### src/hw/rtl/sfcs_pkg.sv
// shared types and constants of the spi flash command sequencer
`default_nettype none
package sfcs_pkg;

	localparam int PAGE_BYTES_DEF   = 256;
	localparam int ADDRESS_BITS_DEF = 24;
	localparam int QUEUE_DEPTH      = 4;

	// request codes
	localparam logic [3:0] CMD_READ   = 4'd0;
	localparam logic [3:0] CMD_PSTART = 4'd1;
	localparam logic [3:0] CMD_PDATA  = 4'd2;
	localparam logic [3:0] CMD_SERASE = 4'd3;
	localparam logic [3:0] CMD_BERASE = 4'd4;
	localparam logic [3:0] CMD_CERASE = 4'd5;
	localparam logic [3:0] CMD_WRSR   = 4'd6;
	localparam logic [3:0] CMD_RDSR   = 4'd7;
	localparam logic [3:0] CMD_REPLY  = 4'd8;

	// result kinds
	localparam logic [1:0] KIND_SPI    = 2'd0;
	localparam logic [1:0] KIND_HOST   = 2'd1;
	localparam logic [1:0] KIND_DONE   = 2'd2;
	localparam logic [1:0] KIND_REFUSE = 2'd3;

	// flash opcodes
	localparam logic [7:0] OP_WREN   = 8'h06;
	localparam logic [7:0] OP_RDSR   = 8'h05;
	localparam logic [7:0] OP_WRSR   = 8'h01;
	localparam logic [7:0] OP_READ   = 8'h03;
	localparam logic [7:0] OP_PP     = 8'h02;
	localparam logic [7:0] OP_SE     = 8'h20;
	localparam logic [7:0] OP_BE     = 8'hD8;
	localparam logic [7:0] OP_CE     = 8'hC7;
	localparam logic [7:0] DUMMY     = 8'hFF;

	// closing part of a transaction sequence
	localparam logic [2:0] TAIL_NONE   = 3'd0;
	localparam logic [2:0] TAIL_DONE   = 3'd1;
	localparam logic [2:0] TAIL_REFUSE = 3'd2;
	localparam logic [2:0] TAIL_DUMMY  = 3'd3;
	localparam logic [2:0] TAIL_POLL   = 3'd4;

	typedef struct packed {
		logic        host_en;
		logic        wren_en;
		logic        op_en;
		logic [7:0]  op_val;
		logic        op_rel;
		logic        addr_en;
		logic [23:0] addr;
		logic        addr_rel;
		logic        byte_en;
		logic        byte_rel;
		logic [7:0]  dat;
		logic [2:0]  tail;
		logic        dummy_rel;
	} desc_t;

endpackage
`default_nettype wire

### src/hw/rtl/sfcs_front.sv
// request decoder: tracks flash state and emits sequence descriptors
`default_nettype none
module sfcs_front #(
	parameter int PAGE_BYTES   = sfcs_pkg::PAGE_BYTES_DEF,
	parameter int ADDRESS_BITS = sfcs_pkg::ADDRESS_BITS_DEF
) (
	input  wire logic          clk,
	input  wire logic          arst_n,
	input  wire logic          req_valid,
	output logic               req_stall,
	input  wire logic [3:0]    command,
	input  wire logic [23:0]   flash_address,
	input  wire logic [24:0]   byte_count,
	input  wire logic [7:0]    data_byte,
	input  wire logic          q_full,
	output logic               push,
	output sfcs_pkg::desc_t    push_desc
);

	localparam int ADDR_W = (ADDRESS_BITS < 24) ? ADDRESS_BITS : 24;
	localparam int OFF_W  = $clog2(PAGE_BYTES);
	localparam int PROD_W = 2 * ADDR_W + 1;
	localparam logic [63:0] RECIP =
		((64'd1 << (ADDR_W + OFF_W)) + 64'(PAGE_BYTES) - 64'd1) / 64'(PAGE_BYTES);

	localparam logic [2:0] M_IDLE = 3'd0;
	localparam logic [2:0] M_READ = 3'd1;
	localparam logic [2:0] M_PROG = 3'd2;
	localparam logic [2:0] M_WAIT = 3'd3;
	localparam logic [2:0] M_STAT = 3'd4;

	logic [2:0]        mode_q, mode_n;
	logic [ADDR_W-1:0] cur_q, cur_n;
	logic [24:0]       bl_q, bl_n, bl_dec;
	logic              poll_q, poll_n;
	logic              resume_q, resume_n;
	logic [OFF_W-1:0]  off_q, off_n;
	logic              rem_start;
	logic              rem_busy_q;
	logic [PROD_W-1:0] prod;
	logic [ADDR_W-1:0] quot, quot_q;
	logic              accept;
	logic              page_end;
	logic              rel;
	logic [ADDR_W-1:0] addr_in;
	sfcs_pkg::desc_t   d;
	logic              pu;

	assign req_stall = q_full || rem_busy_q;
	assign accept    = req_valid && !req_stall;
	assign addr_in   = flash_address[ADDR_W-1:0];
	assign bl_dec    = (bl_q != '0) ? bl_q - 25'd1 : '0;
	assign page_end  = (off_q == OFF_W'(PAGE_BYTES - 1));
	assign rel       = page_end || (bl_q <= 25'd1);

	// page index of the start address by reciprocal multiplication
	assign prod = PROD_W'(addr_in) * PROD_W'(RECIP);
	assign quot = ADDR_W'(prod >> (ADDR_W + OFF_W));

	always_comb begin
		d          = '0;
		d.dat      = data_byte;
		d.tail     = sfcs_pkg::TAIL_NONE;
		pu         = 1'b1;
		rem_start  = 1'b0;
		mode_n     = mode_q;
		cur_n      = cur_q;
		bl_n       = bl_q;
		poll_n     = poll_q;
		resume_n   = resume_q;
		off_n      = off_q;
		priority if (command == sfcs_pkg::CMD_REPLY) begin
			priority if (mode_q == M_READ) begin
				d.host_en = 1'b1;
				bl_n = bl_dec;
				if (bl_dec != '0) begin
					d.tail = sfcs_pkg::TAIL_DUMMY;
					d.dummy_rel = (bl_dec == 25'd1);
				end else begin
					d.tail = sfcs_pkg::TAIL_DONE;
					mode_n = M_IDLE;
				end
			end else if (mode_q == M_STAT) begin
				d.host_en = 1'b1;
				d.tail = sfcs_pkg::TAIL_DONE;
				mode_n = M_IDLE;
			end else if ((mode_q == M_PROG || mode_q == M_WAIT) && poll_q) begin
				priority if (data_byte[0]) begin
					d.tail = sfcs_pkg::TAIL_POLL;
				end else if (mode_q == M_PROG && resume_q) begin
					poll_n = 1'b0;
					resume_n = 1'b0;
					d.wren_en = 1'b1;
					d.op_en = 1'b1;
					d.op_val = sfcs_pkg::OP_PP;
					d.addr_en = 1'b1;
					d.addr = 24'(cur_q);
				end else begin
					poll_n = 1'b0;
					resume_n = 1'b0;
					mode_n = M_IDLE;
					d.tail = sfcs_pkg::TAIL_DONE;
				end
			end else begin
				pu = 1'b0;
			end
		end else if (command == sfcs_pkg::CMD_PDATA && mode_q == M_PROG && !poll_q) begin
			d.byte_en = 1'b1;
			d.byte_rel = rel;
			cur_n = cur_q + ADDR_W'(1);
			off_n = (page_end || cur_q == '1) ? '0 : off_q + OFF_W'(1);
			bl_n = bl_dec;
			if (rel) begin
				resume_n = (bl_dec != '0);
				poll_n = 1'b1;
				d.tail = sfcs_pkg::TAIL_POLL;
			end
		end else if (command > sfcs_pkg::CMD_REPLY || mode_q != M_IDLE
				|| command == sfcs_pkg::CMD_PDATA) begin
			d.tail = sfcs_pkg::TAIL_REFUSE;
		end else if (command == sfcs_pkg::CMD_READ) begin
			d.op_en = 1'b1;
			d.op_val = sfcs_pkg::OP_READ;
			d.addr_en = 1'b1;
			d.addr = 24'(addr_in);
			d.addr_rel = (byte_count == '0);
			if (byte_count == '0) begin
				d.tail = sfcs_pkg::TAIL_DONE;
			end else begin
				bl_n = byte_count;
				mode_n = M_READ;
				d.tail = sfcs_pkg::TAIL_DUMMY;
				d.dummy_rel = (byte_count == 25'd1);
			end
		end else if (command == sfcs_pkg::CMD_PSTART) begin
			if (byte_count == '0) begin
				d.tail = sfcs_pkg::TAIL_DONE;
			end else begin
				cur_n = addr_in;
				bl_n = byte_count;
				mode_n = M_PROG;
				poll_n = 1'b0;
				resume_n = 1'b0;
				rem_start = 1'b1;
				d.wren_en = 1'b1;
				d.op_en = 1'b1;
				d.op_val = sfcs_pkg::OP_PP;
				d.addr_en = 1'b1;
				d.addr = 24'(addr_in);
			end
		end else if (command == sfcs_pkg::CMD_SERASE || command == sfcs_pkg::CMD_BERASE) begin
			d.wren_en = 1'b1;
			d.op_en = 1'b1;
			d.op_val = (command == sfcs_pkg::CMD_SERASE) ? sfcs_pkg::OP_SE : sfcs_pkg::OP_BE;
			d.addr_en = 1'b1;
			d.addr = 24'(addr_in);
			d.addr_rel = 1'b1;
			d.tail = sfcs_pkg::TAIL_POLL;
			mode_n = M_WAIT;
			resume_n = 1'b0;
			poll_n = 1'b1;
		end else if (command == sfcs_pkg::CMD_CERASE) begin
			d.wren_en = 1'b1;
			d.op_en = 1'b1;
			d.op_val = sfcs_pkg::OP_CE;
			d.op_rel = 1'b1;
			d.tail = sfcs_pkg::TAIL_POLL;
			mode_n = M_WAIT;
			resume_n = 1'b0;
			poll_n = 1'b1;
		end else if (command == sfcs_pkg::CMD_WRSR) begin
			d.wren_en = 1'b1;
			d.op_en = 1'b1;
			d.op_val = sfcs_pkg::OP_WRSR;
			d.byte_en = 1'b1;
			d.byte_rel = 1'b1;
			d.tail = sfcs_pkg::TAIL_POLL;
			mode_n = M_WAIT;
			resume_n = 1'b0;
			poll_n = 1'b1;
		end else begin
			d.tail = sfcs_pkg::TAIL_POLL;
			mode_n = M_STAT;
		end
	end

	assign push      = accept && pu;
	assign push_desc = d;

	always_ff @(posedge clk or negedge arst_n) begin
		if (!arst_n) begin
			mode_q     <= M_IDLE;
			cur_q      <= '0;
			bl_q       <= '0;
			poll_q     <= 1'b0;
			resume_q   <= 1'b0;
			off_q      <= '0;
			rem_busy_q <= 1'b0;
			quot_q     <= '0;
		end else if (rem_busy_q) begin
			rem_busy_q <= 1'b0;
			off_q      <= OFF_W'(cur_q) - OFF_W'(quot_q * ADDR_W'(PAGE_BYTES));
		end else if (accept) begin
			mode_q   <= mode_n;
			cur_q    <= cur_n;
			bl_q     <= bl_n;
			poll_q   <= poll_n;
			resume_q <= resume_n;
			off_q    <= off_n;
			if (rem_start) begin
				rem_busy_q <= 1'b1;
				quot_q     <= quot;
			end
		end
	end

endmodule
`default_nettype wire

### src/hw/rtl/sfcs_queue.sv
// descriptor queue between decoder and byte sequencer
`default_nettype none
module sfcs_queue (
	input  wire logic             clk,
	input  wire logic             arst_n,
	input  wire logic             push,
	input  wire sfcs_pkg::desc_t  push_desc,
	output logic                  full,
	input  wire logic             pop,
	output logic                  pop_valid,
	output sfcs_pkg::desc_t       pop_desc
);

	localparam int DEPTH = sfcs_pkg::QUEUE_DEPTH;
	localparam int PW    = $clog2(DEPTH);

	sfcs_pkg::desc_t mem_q [DEPTH];
	logic [PW:0]     wr_q, rd_q;

	assign full      = (wr_q[PW] != rd_q[PW]) && (wr_q[PW-1:0] == rd_q[PW-1:0]);
	assign pop_valid = (wr_q != rd_q);
	assign pop_desc  = mem_q[rd_q[PW-1:0]];

	always_ff @(posedge clk) begin
		if (push) begin
			mem_q[wr_q[PW-1:0]] <= push_desc;
		end
	end

	always_ff @(posedge clk or negedge arst_n) begin
		if (!arst_n) begin
			wr_q <= '0;
			rd_q <= '0;
		end else begin
			if (push) begin
				wr_q <= wr_q + (PW + 1)'(1);
			end
			if (pop && pop_valid) begin
				rd_q <= rd_q + (PW + 1)'(1);
			end
		end
	end

endmodule
`default_nettype wire

### src/hw/rtl/sfcs_back.sv
// byte sequencer: expands descriptors into result transactions
`default_nettype none
module sfcs_back #(
	parameter int ADDRESS_BITS = sfcs_pkg::ADDRESS_BITS_DEF
) (
	input  wire logic             clk,
	input  wire logic             arst_n,
	input  wire logic             q_valid,
	input  wire sfcs_pkg::desc_t  q_desc,
	output logic                  q_pop,
	output logic                  rsp_valid,
	input  wire logic             rsp_stall,
	output logic [1:0]            result_kind,
	output logic [7:0]            value,
	output logic                  release_select,
	output logic                  capture_reply,
	output logic                  last
);

	localparam int NAB      = (ADDRESS_BITS + 7) / 8;
	localparam int SL_HOST  = 0;
	localparam int SL_WREN  = 1;
	localparam int SL_OP    = 2;
	localparam int SL_ADDR  = 3;
	localparam int SL_BYTE  = SL_ADDR + NAB;
	localparam int SL_TAIL0 = SL_BYTE + 1;
	localparam int SL_TAIL1 = SL_BYTE + 2;
	localparam int NSLOT    = SL_BYTE + 3;
	localparam int SW       = $clog2(NSLOT);

	sfcs_pkg::desc_t  cur_q;
	logic [NSLOT-1:0] mask_q, load_mask, cur_bit, rest;
	logic [SW-1:0]    idx, aidx;
	logic [31:0]      addr32;
	logic [1:0]       b_kind;
	logic [7:0]       b_val;
	logic             b_rel, b_cap;
	logic             out_adv, emit, load;
	logic             valid_q;

	always_comb begin
		load_mask = '0;
		load_mask[SL_HOST]  = q_desc.host_en;
		load_mask[SL_WREN]  = q_desc.wren_en;
		load_mask[SL_OP]    = q_desc.op_en;
		for (int i = 0; i < NAB; i++) begin
			load_mask[SL_ADDR + i] = q_desc.addr_en;
		end
		load_mask[SL_BYTE]  = q_desc.byte_en;
		load_mask[SL_TAIL0] = (q_desc.tail != sfcs_pkg::TAIL_NONE);
		load_mask[SL_TAIL1] = (q_desc.tail == sfcs_pkg::TAIL_POLL);
	end

	always_comb begin
		idx = '0;
		for (int i = NSLOT - 1; i >= 0; i--) begin
			if (mask_q[i]) begin
				idx = SW'(i);
			end
		end
	end

	assign cur_bit = mask_q & (~mask_q + NSLOT'(1));
	assign rest    = mask_q & ~cur_bit;
	assign addr32  = 32'(cur_q.addr);
	assign aidx    = SW'(SL_BYTE - 1) - idx;

	always_comb begin
		b_kind = sfcs_pkg::KIND_SPI;
		b_val  = '0;
		b_rel  = 1'b0;
		b_cap  = 1'b0;
		priority if (idx == SW'(SL_HOST)) begin
			b_kind = sfcs_pkg::KIND_HOST;
			b_val  = cur_q.dat;
		end else if (idx == SW'(SL_WREN)) begin
			b_val = sfcs_pkg::OP_WREN;
			b_rel = 1'b1;
		end else if (idx == SW'(SL_OP)) begin
			b_val = cur_q.op_val;
			b_rel = cur_q.op_rel;
		end else if (idx < SW'(SL_BYTE)) begin
			b_val = 8'(addr32 >> {aidx, 3'b000});
			b_rel = (aidx == '0) && cur_q.addr_rel;
		end else if (idx == SW'(SL_BYTE)) begin
			b_val = cur_q.dat;
			b_rel = cur_q.byte_rel;
		end else if (idx == SW'(SL_TAIL0)) begin
			unique case (cur_q.tail)
				sfcs_pkg::TAIL_DONE: begin
					b_kind = sfcs_pkg::KIND_DONE;
				end
				sfcs_pkg::TAIL_REFUSE: begin
					b_kind = sfcs_pkg::KIND_REFUSE;
				end
				sfcs_pkg::TAIL_DUMMY: begin
					b_val = sfcs_pkg::DUMMY;
					b_rel = cur_q.dummy_rel;
					b_cap = 1'b1;
				end
				default: begin
					b_val = sfcs_pkg::OP_RDSR;
				end
			endcase
		end else begin
			b_val = sfcs_pkg::DUMMY;
			b_rel = 1'b1;
			b_cap = 1'b1;
		end
	end

	assign out_adv   = !valid_q || !rsp_stall;
	assign emit      = (mask_q != '0) && out_adv;
	assign load      = (mask_q == '0) || (emit && rest == '0);
	assign q_pop     = load && q_valid;
	assign rsp_valid = valid_q;

	always_ff @(posedge clk or negedge arst_n) begin
		if (!arst_n) begin
			valid_q <= 1'b0;
			mask_q  <= '0;
		end else begin
			if (out_adv) begin
				valid_q <= emit;
			end
			if (q_pop) begin
				mask_q <= load_mask;
			end else if (emit) begin
				mask_q <= rest;
			end
		end
	end

	always_ff @(posedge clk) begin
		if (q_pop) begin
			cur_q <= q_desc;
		end
		if (emit) begin
			result_kind    <= b_kind;
			value          <= b_val;
			release_select <= b_rel;
			capture_reply  <= b_cap;
			last           <= (rest == '0);
		end
	end

endmodule
`default_nettype wire

### src/hw/rtl/spi_flash_command_sequencer_unit.sv
// top level of the spi flash command sequencer
//
//  channel  direction  handshake              payload
//  req      in         req_valid / req_stall  command, flash_address, byte_count, data_byte
//  rsp      out        rsp_valid / rsp_stall  result_kind, value, release_select,
//                                             capture_reply, last
//
// a request is decoded and queued; the sequencer sends one result per cycle while results are
// queued and rsp_stall is low, and each request causes 0 to 7 results at the default address width
// a program start holds req_stall high for one cycle after it while the page offset of
// the start address is formed from a registered reciprocal-multiply quotient
// req_stall also rises when the descriptor queue is full; rsp_stall backs up into it
// reset clears mode, counters, queue and output valid
`default_nettype none
module spi_flash_command_sequencer_unit #(
	parameter int PAGE_BYTES   = sfcs_pkg::PAGE_BYTES_DEF,
	parameter int ADDRESS_BITS = sfcs_pkg::ADDRESS_BITS_DEF
) (
	input  wire logic        clk,
	input  wire logic        arst_n,
	input  wire logic        req_valid,
	output logic             req_stall,
	input  wire logic [3:0]  command,
	input  wire logic [23:0] flash_address,
	input  wire logic [24:0] byte_count,
	input  wire logic [7:0]  data_byte,
	output logic             rsp_valid,
	input  wire logic        rsp_stall,
	output logic [1:0]       result_kind,
	output logic [7:0]       value,
	output logic             release_select,
	output logic             capture_reply,
	output logic             last
);

	logic            q_full, push, q_pop, q_valid;
	sfcs_pkg::desc_t push_desc, q_desc;

	sfcs_front #(
		.PAGE_BYTES   (PAGE_BYTES),
		.ADDRESS_BITS (ADDRESS_BITS)
	) u_front (
		.clk           (clk),
		.arst_n        (arst_n),
		.req_valid     (req_valid),
		.req_stall     (req_stall),
		.command       (command),
		.flash_address (flash_address),
		.byte_count    (byte_count),
		.data_byte     (data_byte),
		.q_full        (q_full),
		.push          (push),
		.push_desc     (push_desc)
	);

	sfcs_queue u_queue (
		.clk       (clk),
		.arst_n    (arst_n),
		.push      (push),
		.push_desc (push_desc),
		.full      (q_full),
		.pop       (q_pop),
		.pop_valid (q_valid),
		.pop_desc  (q_desc)
	);

	sfcs_back #(
		.ADDRESS_BITS (ADDRESS_BITS)
	) u_back (
		.clk            (clk),
		.arst_n         (arst_n),
		.q_valid        (q_valid),
		.q_desc         (q_desc),
		.q_pop          (q_pop),
		.rsp_valid      (rsp_valid),
		.rsp_stall      (rsp_stall),
		.result_kind    (result_kind),
		.value          (value),
		.release_select (release_select),
		.capture_reply  (capture_reply),
		.last           (last)
	);

endmodule
`default_nettype wire
### config.mk
export PLATFORM = sky130hd
export DESIGN_NAME = spi_flash_command_sequencer_unit
export DESIGN_NICKNAME = d
export VERILOG_FILES = /design/src/hw/rtl/sfcs_pkg.sv /design/src/hw/rtl/sfcs_front.sv /design/src/hw/rtl/sfcs_queue.sv /design/src/hw/rtl/sfcs_back.sv /design/src/hw/rtl/spi_flash_command_sequencer_unit.sv
export SDC_FILE = /design/constraint.sdc
export NUM_CORES = 1
export LEC_CHECK = 0
export ABC_AREA = 1
export BUFFER_PORTS_ARGS = -buffer_cell sky130_fd_sc_hd__buf_4
export CAP_MARGIN = 20
export CORE_ASPECT_RATIO = 1.5
export CORE_MARGIN = 2
export CORE_UTILIZATION = 66
export DETAILED_ROUTE_END_ITERATION = 10
export HOLD_SLACK_MARGIN = 0.12
export PLACE_DENSITY_LB_ADDON = 0.25
export SETUP_SLACK_MARGIN = 0.4
export SLEW_MARGIN = 20
export SYNTH_ARGS = -nofsm -noshare
export SYNTH_HDL_FRONTEND = slang
export SYNTH_SLANG_ARGS = --single-unit
### constraint.sdc
create_clock -name clk -period 6.15 [get_ports clk]
set_input_delay 0 -clock clk [delete_from_list [all_inputs] [get_ports clk]]
set_output_delay 0 -clock clk [all_outputs]
set_load 0.1 [all_outputs]
Word level (Yosys, flattened, before mapping). Memories as Yosys holds them, arrays and structs flattened. Cells that the tools add are included.

Magnitude comparators: 3. Multiplexer cells: 170. Equal/unequal tests: 47. Add/subtract/negate cells: 7. Reductions and logical operators: 50. Shift operators: 1. Divide/modulo/power cells: 0. Bitwise operators: 7. Multipliers: 0.

Operator list (number): 25-bit 2-to-1 mux (16); 26-bit 2-to-1 mux (7); 24-bit 2-to-1 mux (5); 10-bit 2-to-1 mux (11); 8-bit 2-to-1 mux (12); 3-bit 2-to-1 mux (27); 1-bit 2-to-1 mux (68); 25-bit by 1-bit == test with 1-bit output (second input constant) (2); 25-bit nonzero test (2); 4-bit 2-to-1 mux (10); 39-bit 2-to-1 mux (1); 37-bit 2-to-1 mux (1); 9-bit 2-to-1 mux (3); 25-bit by 1-bit <= comparator with 1-bit output (second input constant) (1); 25-bit logical NOT (1); 25-bit by 1-bit subtractor with 25-bit output (second input constant) (1); 24-bit by 1-bit adder with 24-bit output (second input constant) (1); 24-bit == test (second input constant) (1); 24-bit by 7-bit right shift with 8-bit output (1); 4-bit by 3-bit == test with 1-bit output (second input constant) (5); 9-bit bitwise AND (2); 9-bit logical NOT (2); 9-bit inverter (2); 8-bit one-hot mux with 2 select lines (1); 43 further kinds (102).

Memories kept: 1. RAM bits: 208. Bits in read-only memories: 0. Register bits after elaboration: 139. Bits in latches: 0. Logic and storage cells: 311. Output and inout port bits: 15.

Memory list: u_queue.mem_q (words 4, bits a word 52, read ports 1, clocked after Yosys merged registers in 0, wr ports 1, RTL line sfcs_queue.sv:17) `sfcs_pkg::desc_t mem_q [DEPTH];`.

Longest topological paths before layout. Gate-level depths: netlist (run 1).

Depth in word-level cells: 16. Gate-level depth with buffers: 18. Depth with buffers taken out: 17.

Cells and area by module. A second synthesis (run 1) with hierarchy kept.

Cells, all modules: 1771. Area total of the unflattened synthesis: 17469.3 um2.

Modules (own cells, without submodules): sfcs_queue (area each 8600.7 um2, times used 1, seq. area each 6396.1 um2, cells an instance 555); sfcs_front (area each 5494.0 um2, times used 1, seq. area each 1576.5 um2, cells an instance 878); sfcs_back (area each 3374.5 um2, times used 1, seq. area each 2052.0 um2, cells an instance 338).

Least setup slack after synthesis (run 1). Ideal clock, no wire load.

Path kind: reg2reg. Start point: register u_queue.rd_q[0]. End point: memory u_queue.mem_q[0][0] in the netlist's numbering (enable). Slack: 2.401 ns. Cell stages (with the launch flop): 10. Path buffers: 1. Arrival time: 3.293 ns. Library setup time: 0.456 ns. Cells stage by stage: dfrtp_1 buf_4 inv_2 nand2_1 nand4_1 or2_2 nand3_1 inv_1 nand2_1 nor2_1.

Cells in the longest elaborated chain, start to end: 8.

Ends and longest elaborated chain: start: declaration (RTL line sfcs_queue.sv:18) `logic [PW:0] wr_q, rd_q;`; start signal: assignment (RTL line sfcs_queue.sv:39) `rd_q <= rd_q + (PW + 1)'(1);`; 2-bit == test (RTL line sfcs_queue.sv:20) `assign full = (wr_q[PW] != rd_q[PW]) && (wr_q[PW-1:0] == rd_q[PW-1:0]);`; 1-bit logical AND (RTL line sfcs_queue.sv:20); 1-bit logical OR (RTL line sfcs_front.sv:49) `assign req_stall = q_full || rem_busy_q;`; 1-bit logical NOT (RTL line sfcs_front.sv:50) `assign accept = req_valid && !req_stall;`; 1-bit logical AND (RTL line sfcs_front.sv:50); 1-bit logical AND (RTL line sfcs_front.sv:187) `assign push = accept && pu;`; 1-bit 2-to-1 mux (RTL line sfcs_queue.sv:25) `if (push) begin`; 1-bit 2-to-1 mux (not written as such) (RTL line sfcs_queue.sv:26) `mem_q[wr_q[PW-1:0]] <= push_desc;`; end: declaration (RTL line sfcs_queue.sv:17).

Every way passes these cells.

==> results.toml, run 1 <==
[logic_synthesis]
netlist_area_sq_um = 15900
async_reset_ff_frac = 0.238
syn_avg_cell_area_sq_um = 9.55
yosys.cell_count.top_type = "nand2_1"
synth-seq-cells = 332
netlist_top_cells_area = "edfxtp_1 48%, dfrtp_1 12%, o21ai_0 6.4%, nand2_1 6.3%, nor2_1 5.7%"
synth_top_family_by_area = "simple AND/OR/NAND/NOR gates"
synth_cell_types = 48
yosysTopAreaCell = "edfxtp_1"
synth_fp_nets = 1740
synth_edf_count = 253
yosysTopAreaCellShare = 0.478
synth_fa_ha_area_frac = 0.00787
yosys.area_share.simple = 0.192
ys_top_cells_by_count = "266 x nand2_1, 253 x edfxtp_1, 242 x nor2_1"
synth_mux_area_frac = 0.00378
yosys.area_share.xor_xnor = 0.0132
ys.flop_type = "edfxtp_1"
yosys_warnings = 0
synth-compound-area-share = 0.121
syn_inst = 1665
synth-seq-area-share = 0.602

[timing]
slew_violations = 0
slew_headroom = 0.300
fin_crit_ns = 4.35
fin_crit_sh = 0.707
finalSetupTns_ns = 0
hold_ws_ns = 0.201
skew_ns = 0.0214
setup_viol = 0
grt_setup_unrepaired = "false"
worst_pin_slew_ns = 1.04
hold_viol = 0
fmax_ghz = 0.230

[worst_setup_path]
start_kind = "register"
arrival_ns = 4.66
cp-end-kind = "register"
rr_worst_depth = 11
cp_data_required_time_ns = 6.46
path_max_fanout = 29
path_class = "reg2reg"

[layout]
final_nets = 1868
fin_util = 0.779
regArea_sq_um = 9580
antenna_cells = 0
multiInputGateArea_sq_um = 5390
area_growth_pct = 15.8
fill_cells = 1557
design_area_sq_um = 18400
drive_gt1_frac = 0.109

[clock_network]
clockBufferDepth = 3
cts_hold_buf = 69
clock-sinks = 332
clock-root-buffer = "clkbuf_16"
cts_max_level = 1
numCtsBuffers = 29
cts_tree = "done"
post-cts-setup-buffer-count = 0
clk_latency_ns = 0.57
clkTransAtPathRegs_ns = 0.07
postCtsResizedCells = 0

[place]
dp_hpwl_um = 26500
place_area_sq_um = 16700
port_buffers = 79
gp_congestion = 0.913

[floorplanning]
dieArea_sq_um = 25400
io_pins = 80
core_sq_um = 23700
floorplan.initialDensity = 0.672
die_w_um = 131
die_y_um = 194
rows = 69

[hold_path]
min_path_cells = 2
hp-class = "in2reg"

[global_route]
grt_overflow = 0
grt_pass1_vias = 12415
antenna_found_initial = 0
grt_pass1_wl_um = 64400
grt_util_all_layers = 0.325
grt_max_degree = 100

[outcome]
status = "completed"

[detailed_routing]
totalWireLength_um = 40800
drc_errors = 0
ant_nets = 0
firstDrtPassIters = 5
drtIter0Drc = 1462
viasPerCell = 6.03
drt-wirelength-per-cell_um = 19.1
vias = 12876

[power_and_ir_drop]
cellPowerDensity_nw_per_um2 = 497
p_leak_nw = 7.49
peakVddDrop_mv = 0.423

[run]
drv_cap = 0
==> worst max-delay path: stages, from the launching register on <==
cell     delay (ns)
dfrtp_1        0.41
inv_1          0.09
nand3_1        0.12
nor2_1         0.05
nand2_1        0.69
inv_2          0.46
nor2_2         0.18
buf_4          0.30
nand2_1        0.13
a21oi_2        0.55
nand2_1        0.57
o22ai_1        0.52
==> per-layer routing <==
metal	up-vias	part of all wire	GRT usage	wire length, um
met4	0	0.031	0.108	1280
met2	661	0.51	0.549	20800
met3	102	0.074	0.0414	3010
met5	-	0	0	0
li1	5989	-	-	-
met1	6124	0.39	0.436	15700
==> final cells by class <==
cell class,count,share of cell area
Clock buffer,32,0.0406
Inverter,181,0.0370
Sequential cell,332,0.520
Multi-Input combinational cell,1090,0.293
Clock inverter,22,0.0135
Tap cell,319,0.0217
Timing Repair Buffer,159,0.0747
==> cells in the final DEF, fill, tap and decap left out, types with 3 or more instances in the layout <==
cell / synthesis / layout
nand2_2: 4 / 4
dfrtp_1: 79 / 78
clkinv_1: 1 / 3
a211oi_1: 3 / 3
bufinv_16: 0 / 4
nor3_1: 18 / 18
or2_2: 7 / 7
nor2_1: 242 / 239
nor2_2: 13 / 13
inv_2: 12 / 13
o21ai_0: 202 / 202
inv_1: 167 / 166
nor4_1: 10 / 10
clkinv_4: 0 / 6
dlygate4sd3_1: 0 / 68
nor2_4: 4 / 7
xor2_1: 21 / 21
a21oi_1: 29 / 29
mux2i_1: 6 / 6
nand2_4: 4 / 4
clkinvlp_4: 0 / 4
nand2_1: 266 / 266
ha_1: 10 / 10
o22ai_1: 58 / 58
nand4_1: 24 / 24
o21ai_1: 17 / 17
o211ai_1: 17 / 17
xnor2_1: 3 / 3
a31oi_1: 7 / 7
o221ai_1: 7 / 7
nand3_1: 102 / 101
buf_4: 5 / 90
clkbuf_16: 0 / 29
clkinv_2: 0 / 4
edfxtp_1: 253 / 253
==> worst paths after layout <==
| kind | slack, ns | from | end |
|---|---|---|---|
| max in group asynchronous | 4.90 | arst_n | u_front.cur_q[17] |
| max reg2reg | 1.80 | u_front.mode_q[2] | u_queue.mem_q[1][24] |
| max | 1.80 | u_front.mode_q[2] | u_queue.mem_q[1][24] |
| min | 0.20 | data_byte[5] | u_queue.mem_q[1][9] |
| min in group asynchronous | 0.45 | arst_n | u_front.bl_q[9] |
| min reg2reg | 0.50 | u_front.mode_q[0] | u_front.mode_q[0] |
==> flip-flops by register name, indices dropped and copies added, names as in the netlist, 2 cells and up <==
| signal | count |
|---|---|
| u_back.addr32 | 24 |
| u_back.cur_q | 20 |
| u_back.mask_q | 9 |
| u_back.result_kind | 2 |
| u_back.value | 8 |
| u_front.bl_q | 25 |
| u_front.cur_q | 24 |
| u_front.mode_q | 3 |
| u_front.off_q | 8 |
| u_queue.mem_q | 196 |
| u_queue.rd_q | 3 |
| u_queue.wr_q | 3 |
==> through the flow <==
step | power, mW | instances | setup slack (ns)
6_report | 9.15 | 2135 | 1.80
5_1_grt | 9.68 | 2135 | 1.53
4_1_cts | 9.10 | 2135 | 1.95
3_5_place_dp | 7.16 | 2012 | 2.01
3_3_place_gp | 7.02 | 2012 | 2.15
2_1_floorplan | 6.14 | 1665 | 2.40
==> logic make-up (layout without fill, tap and decap cells) <==
| family | Yosys count | after routing |
|---|---|---|
| xor gates and xnor gates | 24 | 24 |
| buffers and inverters | 243 | 394 |
| DFF | 332 | 332 |
| muxes | 6 | 6 |
| and+or+nand+nor | 703 | 703 |
| adders and majority gates | 10 | 10 |
| AOI/OAI and AO/OA | 347 | 347 |
==> report_power, final <==
group / internal, mW / total [mW] / leakage (nW) / switching (mW)
Sequential: 3.32 / 3.70 / 3.30 / 0.379
Clock: 1.06 / 1.90 / 0.477 / 0.844
Combinational: 0.966 / 3.55 / 3.71 / 2.58
No activity file was read; power rests on OpenSTA's default activity.
==> run 2: changes to the inputs <==
CORE_UTILIZATION = 56   (was 66)
clock period = 3.8 ns   (was 6.15 ns; I/O delays follow)
==> run 2 against run 1 <==
Compared with the run above: flip-flop and latch count did not move; power grew 62%; global-route usage down 5.3 points; worst setup slack worse by 0.98 ns; routed wire length decreased by 0.99%; sequential power up 62%; critical endpoint is now u_back.value[0]; utilization is 11 points lower; clock skew shrank 0.0018 ns; clock power up 66%.
==> results.toml, run 2 (synthesis gave the netlist of run 1 again) <==
[outcome]
status = "completed"

[timing]
grt_setup_unrepaired = "false"
hold_viol = 0
fmax_ghz = 0.336
setup_viol = 0
skew_ns = 0.0196
slew_violations = 0
finalSetupTns_ns = 0
fin_crit_sh = 0.783
fin_crit_ns = 2.98
slew_headroom = 0.298
worst_pin_slew_ns = 1.05

[clock_network]
clockBufferDepth = 3
cts_max_level = 1
cts_tree = "done"
numCtsBuffers = 30
postCtsResizedCells = 0
post-cts-setup-buffer-count = 0
clkTransAtPathRegs_ns = 0.06
clock-root-buffer = "clkbuf_16"
clk_latency_ns = 0.58
clock-sinks = 332
cts_hold_buf = 69

[place]
port_buffers = 79
dp_hpwl_um = 26700
gp_congestion = 1.00
placed_cells = 2049

[floorplanning]
rows = 75
floorplan.initialDensity = 0.569
dieArea_sq_um = 29800
core_sq_um = 28000
die_w_um = 142
io_pins = 80
die_y_um = 210

[power_and_ir_drop]
peakVddDrop_mv = 0.568
p_leak_nw = 7.57
cellPowerDensity_nw_per_um2 = 798

[layout]
fill_cells = 2163
layout_common_cells = "266 x nand2_1, 253 x edfxtp_1, 239 x nor2_1"
largest_register_ffs = 196
final_common_cell = "nand2_1"
final_nets = 1879
area_growth_pct = 17.0
layout.cells.non_filler = 2174
regArea_sq_um = 9580
multiInputGateArea_sq_um = 5380
drive_gt1_frac = 0.113
antenna_cells = 0

[detailed_routing]
totalWireLength_um = 40400
ant_nets = 0
drc_errors = 0
firstDrtPassIters = 6
vias = 12582
drt-wirelength-per-cell_um = 18.6
drtIter0Drc = 1261
viasPerCell = 5.79

[global_route]
met3_usage = 0.0259
grt_util_all_layers = 0.272
met2_usage = 0.499
grt_pass1_vias = 12314
antenna_found_initial = 0
grt_util_met1 = 0.334
grt_overflow = 0
grt_pass1_wl_um = 63700
grt_max_degree = 100
busiest_layer = "met2"

[worst_setup_path]
crit_chain = "nor2_1 -> o21ai_0 -> nand2_1 -> inv_1 -> ha_1 -> nand2_1 -> nor2_2 -> o211ai_1 -> o21ai_0 -> o21bai_1 -> nand2_1"
cp-end-kind = "register"
start_kind = "register"
crit_slowest_cell = "nand2_1"
path_class = "reg2reg"
crit_top_cell = "nand2_1"
max_stage_delay_ns = 0.49
cp_data_required_time_ns = 4.23
arrival_ns = 3.41
path_max_fanout = 18

[hold_path]
hp-class = "in2reg"

[run]
drv_cap = 0
==> run 2: changes by cell type in the layout (fill, tap and decap cells not counted), sizes merged <==
cell / before / now
buf: 91 / 101
clkbuf: 32 / 41
clkinv: 13 / 10
clkinvlp: 4 / 2
inv: 182 / 180
==> run 2: layer usage <==
layer  vias to the layer above  part of all wire
li1                       6024                 -
met2                       468              0.52
met5                         -                 0
met1                      6000              0.39
met4                         0             0.033
met3                        90             0.055
==> run 2: area by class of cell <==
cell class / count / area share
multi-input combinational: 1090 / 0.290
clock buffer: 41 / 0.0448
clock inverter: 15 / 0.0109
sequential: 332 / 0.515
timing repair buffer: 169 / 0.0798
inverter: 181 / 0.0367
tap: 346 / 0.0233
==> run 2: path summary, 6_finish.rpt <==
kind	to	startpoint	slack, ns	cells after the start
min reg2reg	u_front.mode_q[0]	u_front.mode_q[0]	0.50	2
max reg2reg	u_back.value[0]	u_back.mask_q[6]	0.82	11
max	u_back.value[0]	u_back.mask_q[6]	0.82	11
min in group asynchronous	u_front.bl_q[19]	arst_n	0.60	4
min	u_queue.mem_q[3][11]	data_byte[7]	0.17	2
max in group asynchronous	u_front.off_q[3]	arst_n	2.80	4
==> run 2: critical path, delay by kind of cell, from the launching register on <==
family	cells	cell delay, ns
AOI/OAI and AO/OA	4	0.74
adders and majority gates	1	0.32
buffers and inverters	1	0.19
DFF	1	0.42
and+or+nand+nor	5	1.17
==> run 2: through the flow <==
stage / worst slack [ns] / total power [mW] / hold WS (ns) / area [sq um] / util
after floorplan: 0.0512 / 9.94 / -0.296 / 15900 / -
after global placement: 0.807 / 11.5 / 0.0871 / 16800 / 0.603
final: 0.824 / 14.8 / 0.175 / 18600 / 0.665
after global routing: 0.501 / 15.8 / 0.160 / 18600 / 0.665
after CTS: 0.766 / 14.9 / 0.155 / 18600 / 0.665
after detailed placement: 0.780 / 11.7 / 0.0936 / 16800 / 0.603
==> run 2: report_power, final <==
part	switching [mW]	total (mW)	leakage, nW	internal (mW)
combinational	4.08	5.69	3.77	1.61
sequential	0.630	6.00	3.30	5.37
clock	1.33	3.15	0.502	1.81
total	6.05	14.8	7.57	8.79
==> run 3: changes to the inputs <==
CORE_UTILIZATION = 62   (was 56)
clock period = 2.8 ns   (was 3.8 ns; I/O delays follow)
==> run 3 against run 2 <==
Compared with the run above: clock skew fell by 0.0055 ns; clock-buffer cell count fell by 5; register-to-register slack got worse by 0.46 ns; sequential power rose by 36%; global-route usage rose by 4.0 points; critical path depth rose by 5; die area fell by 9.5%; power rose by 38%; clock power rose by 23%; flip-flop and latch count did not move; first-iteration DRC count rose by 7.9%; worst setup slack got worse by 0.46 ns; critical endpoint is now u_queue.mem_q[2][2]; largest power group is now combinational cells.
==> results.toml, run 3 (synthesis gave the netlist of run 1 again) <==
[power_and_ir_drop]
totalPowerFinal_mw = 20.6
intPower_mw = 12.0
clockPowerShare = 0.189
p_switching_mw = 8.56
peakVddDrop_mv = 0.838
p_leak_nw = 7.79
switching_share = 0.417
cellPowerDensity_nw_per_um2 = 1070
p_seq_frac = 0.397
p_comb_frac = 0.415

[floorplanning]
die_w_um = 135
die_y_um = 200
core_sq_um = 25100
io_pins = 80
dieArea_sq_um = 27000
rows = 71
floorplan.initialDensity = 0.632

[layout]
multiInputGateArea_sq_um = 5730
layout_common_cells = "253 x nand2_1, 253 x edfxtp_1, 226 x nor2_1"
area_growth_pct = 21.2
largest_register_ffs = 196
antenna_cells = 0
design_area_sq_um = 19300
regArea_sq_um = 9580
drive_gt1_frac = 0.160
final_nets = 1928
fill_cells = 1637

[timing]
skew_ns = 0.0141
fmax_ghz = 0.410
fin_crit_sh = 0.871
worst_pin_slew_ns = 0.747
grt_setup_unrepaired = "true"
setup_viol = 0
finalSetupTns_ns = 0
fin_crit_ns = 2.44
hold_viol = 0
slew_headroom = 0.502
slew_violations = 0

[global_route]
grt_util_met1 = 0.377
met3_usage = 0.0380
grt_max_degree = 100
grt_util_all_layers = 0.313
grt_overflow = 0
met2_usage = 0.557
grt_pass1_vias = 13021
grt_pass1_wl_um = 66100
busiest_layer = "met2"
antenna_found_initial = 0

[detailed_routing]
viasPerCell = 6.01
totalWireLength_um = 43100
firstDrtPassIters = 6
drt-wirelength-per-cell_um = 19.6
drtIter0Drc = 1361
drc_errors = 0
vias = 13236
ant_nets = 0

[place]
dp_hpwl_um = 26400
gp_congestion = 0.935
port_buffers = 79
place_area_sq_um = 17000

[worst_setup_path]
path_max_fanout = 6
cp_data_required_time_ns = 3.08
start_kind = "register"
cp-end-kind = "register"
arrival_ns = 2.72
path_class = "reg2reg"

[clock_network]
cts_tree = "done"
clkTransAtPathRegs_ns = 0.07
cts_max_level = 1
clock-root-buffer = "clkbuf_16"
clockBufferDepth = 3
clk_latency_ns = 0.57
clock-sinks = 332
numCtsBuffers = 29

[outcome]
status = "completed"

[hold_path]
hp-class = "in2reg"

[run]
drv_cap = 0
==> run 3: cell types whose count changed in the layout (fill, tap and decap cells not counted), moves of 12 or more <==
| cell | delta |
|---|---|
| nor2_1 | -13 |
| o21ai_0 | -22 |
| o21ai_1 | +17 |
| buf_4 | +26 |
| nand2_2 | +12 |
| nand2_1 | -13 |
==> run 3: stage by stage <==
step	util	hold slack, ns	setup WS, ns	instances
4_1_cts	0.749	0.132	0.402	2182
2_1_floorplan	-	-0.296	0.418	1665
3_5_place_dp	0.676	0.142	0.227	2043
6_report	0.767	0.175	0.360	2202
5_1_grt	0.767	0.182	0.266	2202
3_3_place_gp	0.676	0.143	0.304	2043
==> run 3: worst max-delay path: stages, from the launching register on <==
cell	delay [ns]
dfrtp_1	0.40
inv_2	0.10
ha_4	0.15
nand2_2	0.05
nor2_2	0.14
nand2_2	0.08
nor2_4	0.15
buf_6	0.14
nand2_8	0.08
nand3_2	0.09
nand2_1	0.05
nor2_1	0.14
nand2_1	0.11
nor2_2	0.14
nand2_2	0.09
nand2_4	0.10
o211ai_1	0.15
==> run 3: path summary, 6_finish.rpt <==
| check | from | to | slack, ns | depth (start not counted) |
|---|---|---|---|---|
| max reg2reg | u_front.bl_q[1] | u_queue.mem_q[2][2] | 0.36 | 16 |
| min in group asynchronous | arst_n | u_front.off_q[6] | 0.41 | 3 |
| min reg2reg | u_queue.rd_q[2] | u_queue.rd_q[2] | 0.50 | 1 |
| min | command[3] | u_front.poll_q | 0.18 | 6 |
| max in group asynchronous | arst_n | u_front.bl_q[16] | 1.82 | 4 |
| max | u_front.bl_q[1] | u_queue.mem_q[2][2] | 0.36 | 16 |
==> run 3: final cells by class <==
| cell class | instances | share of cell area |
|---|---|---|
| clock inverter | 16 | 0.00779 |
| timing repair buffer | 213 | 0.101 |
| clock buffer | 36 | 0.0390 |
| inverter | 181 | 0.0365 |
| multi-input combinational | 1095 | 0.297 |
| sequential | 332 | 0.497 |
| timing repair inverter | 1 | 0.000325 |
| tap | 328 | 0.0213 |
==> run 3: layer usage <==
layer  vias to the layer above  part of all wire
met5                         -                 0
met4                         0             0.050
met3                       164             0.067
met2                       662              0.52
met1                      6300              0.36
li1                       6110                 -
==> run 3: timing repair <==
action / 4_1_cts / 5_1_grt
gates resized for setup: 12 / 89
hold endpoints to repair: 311 / 0
cloned: 3 / 4
setup buffers: 9 / 16
endpoints found under the setup margin: 51 / 216
pin swaps: 6 / 19
hold buffers: 75 / 0
==> run 3: power groups by stage <==
stage	clock, mW	sequential [mW]	combinational (mW)
2_1_floorplan	0	8.66	4.90
3_3_place_gp	0	8.13	7.61
3_5_place_dp	0	8.18	7.83
4_1_cts	3.90	8.11	8.08
5_1_grt	4.09	8.29	9.34
6_report	3.88	8.15	8.52
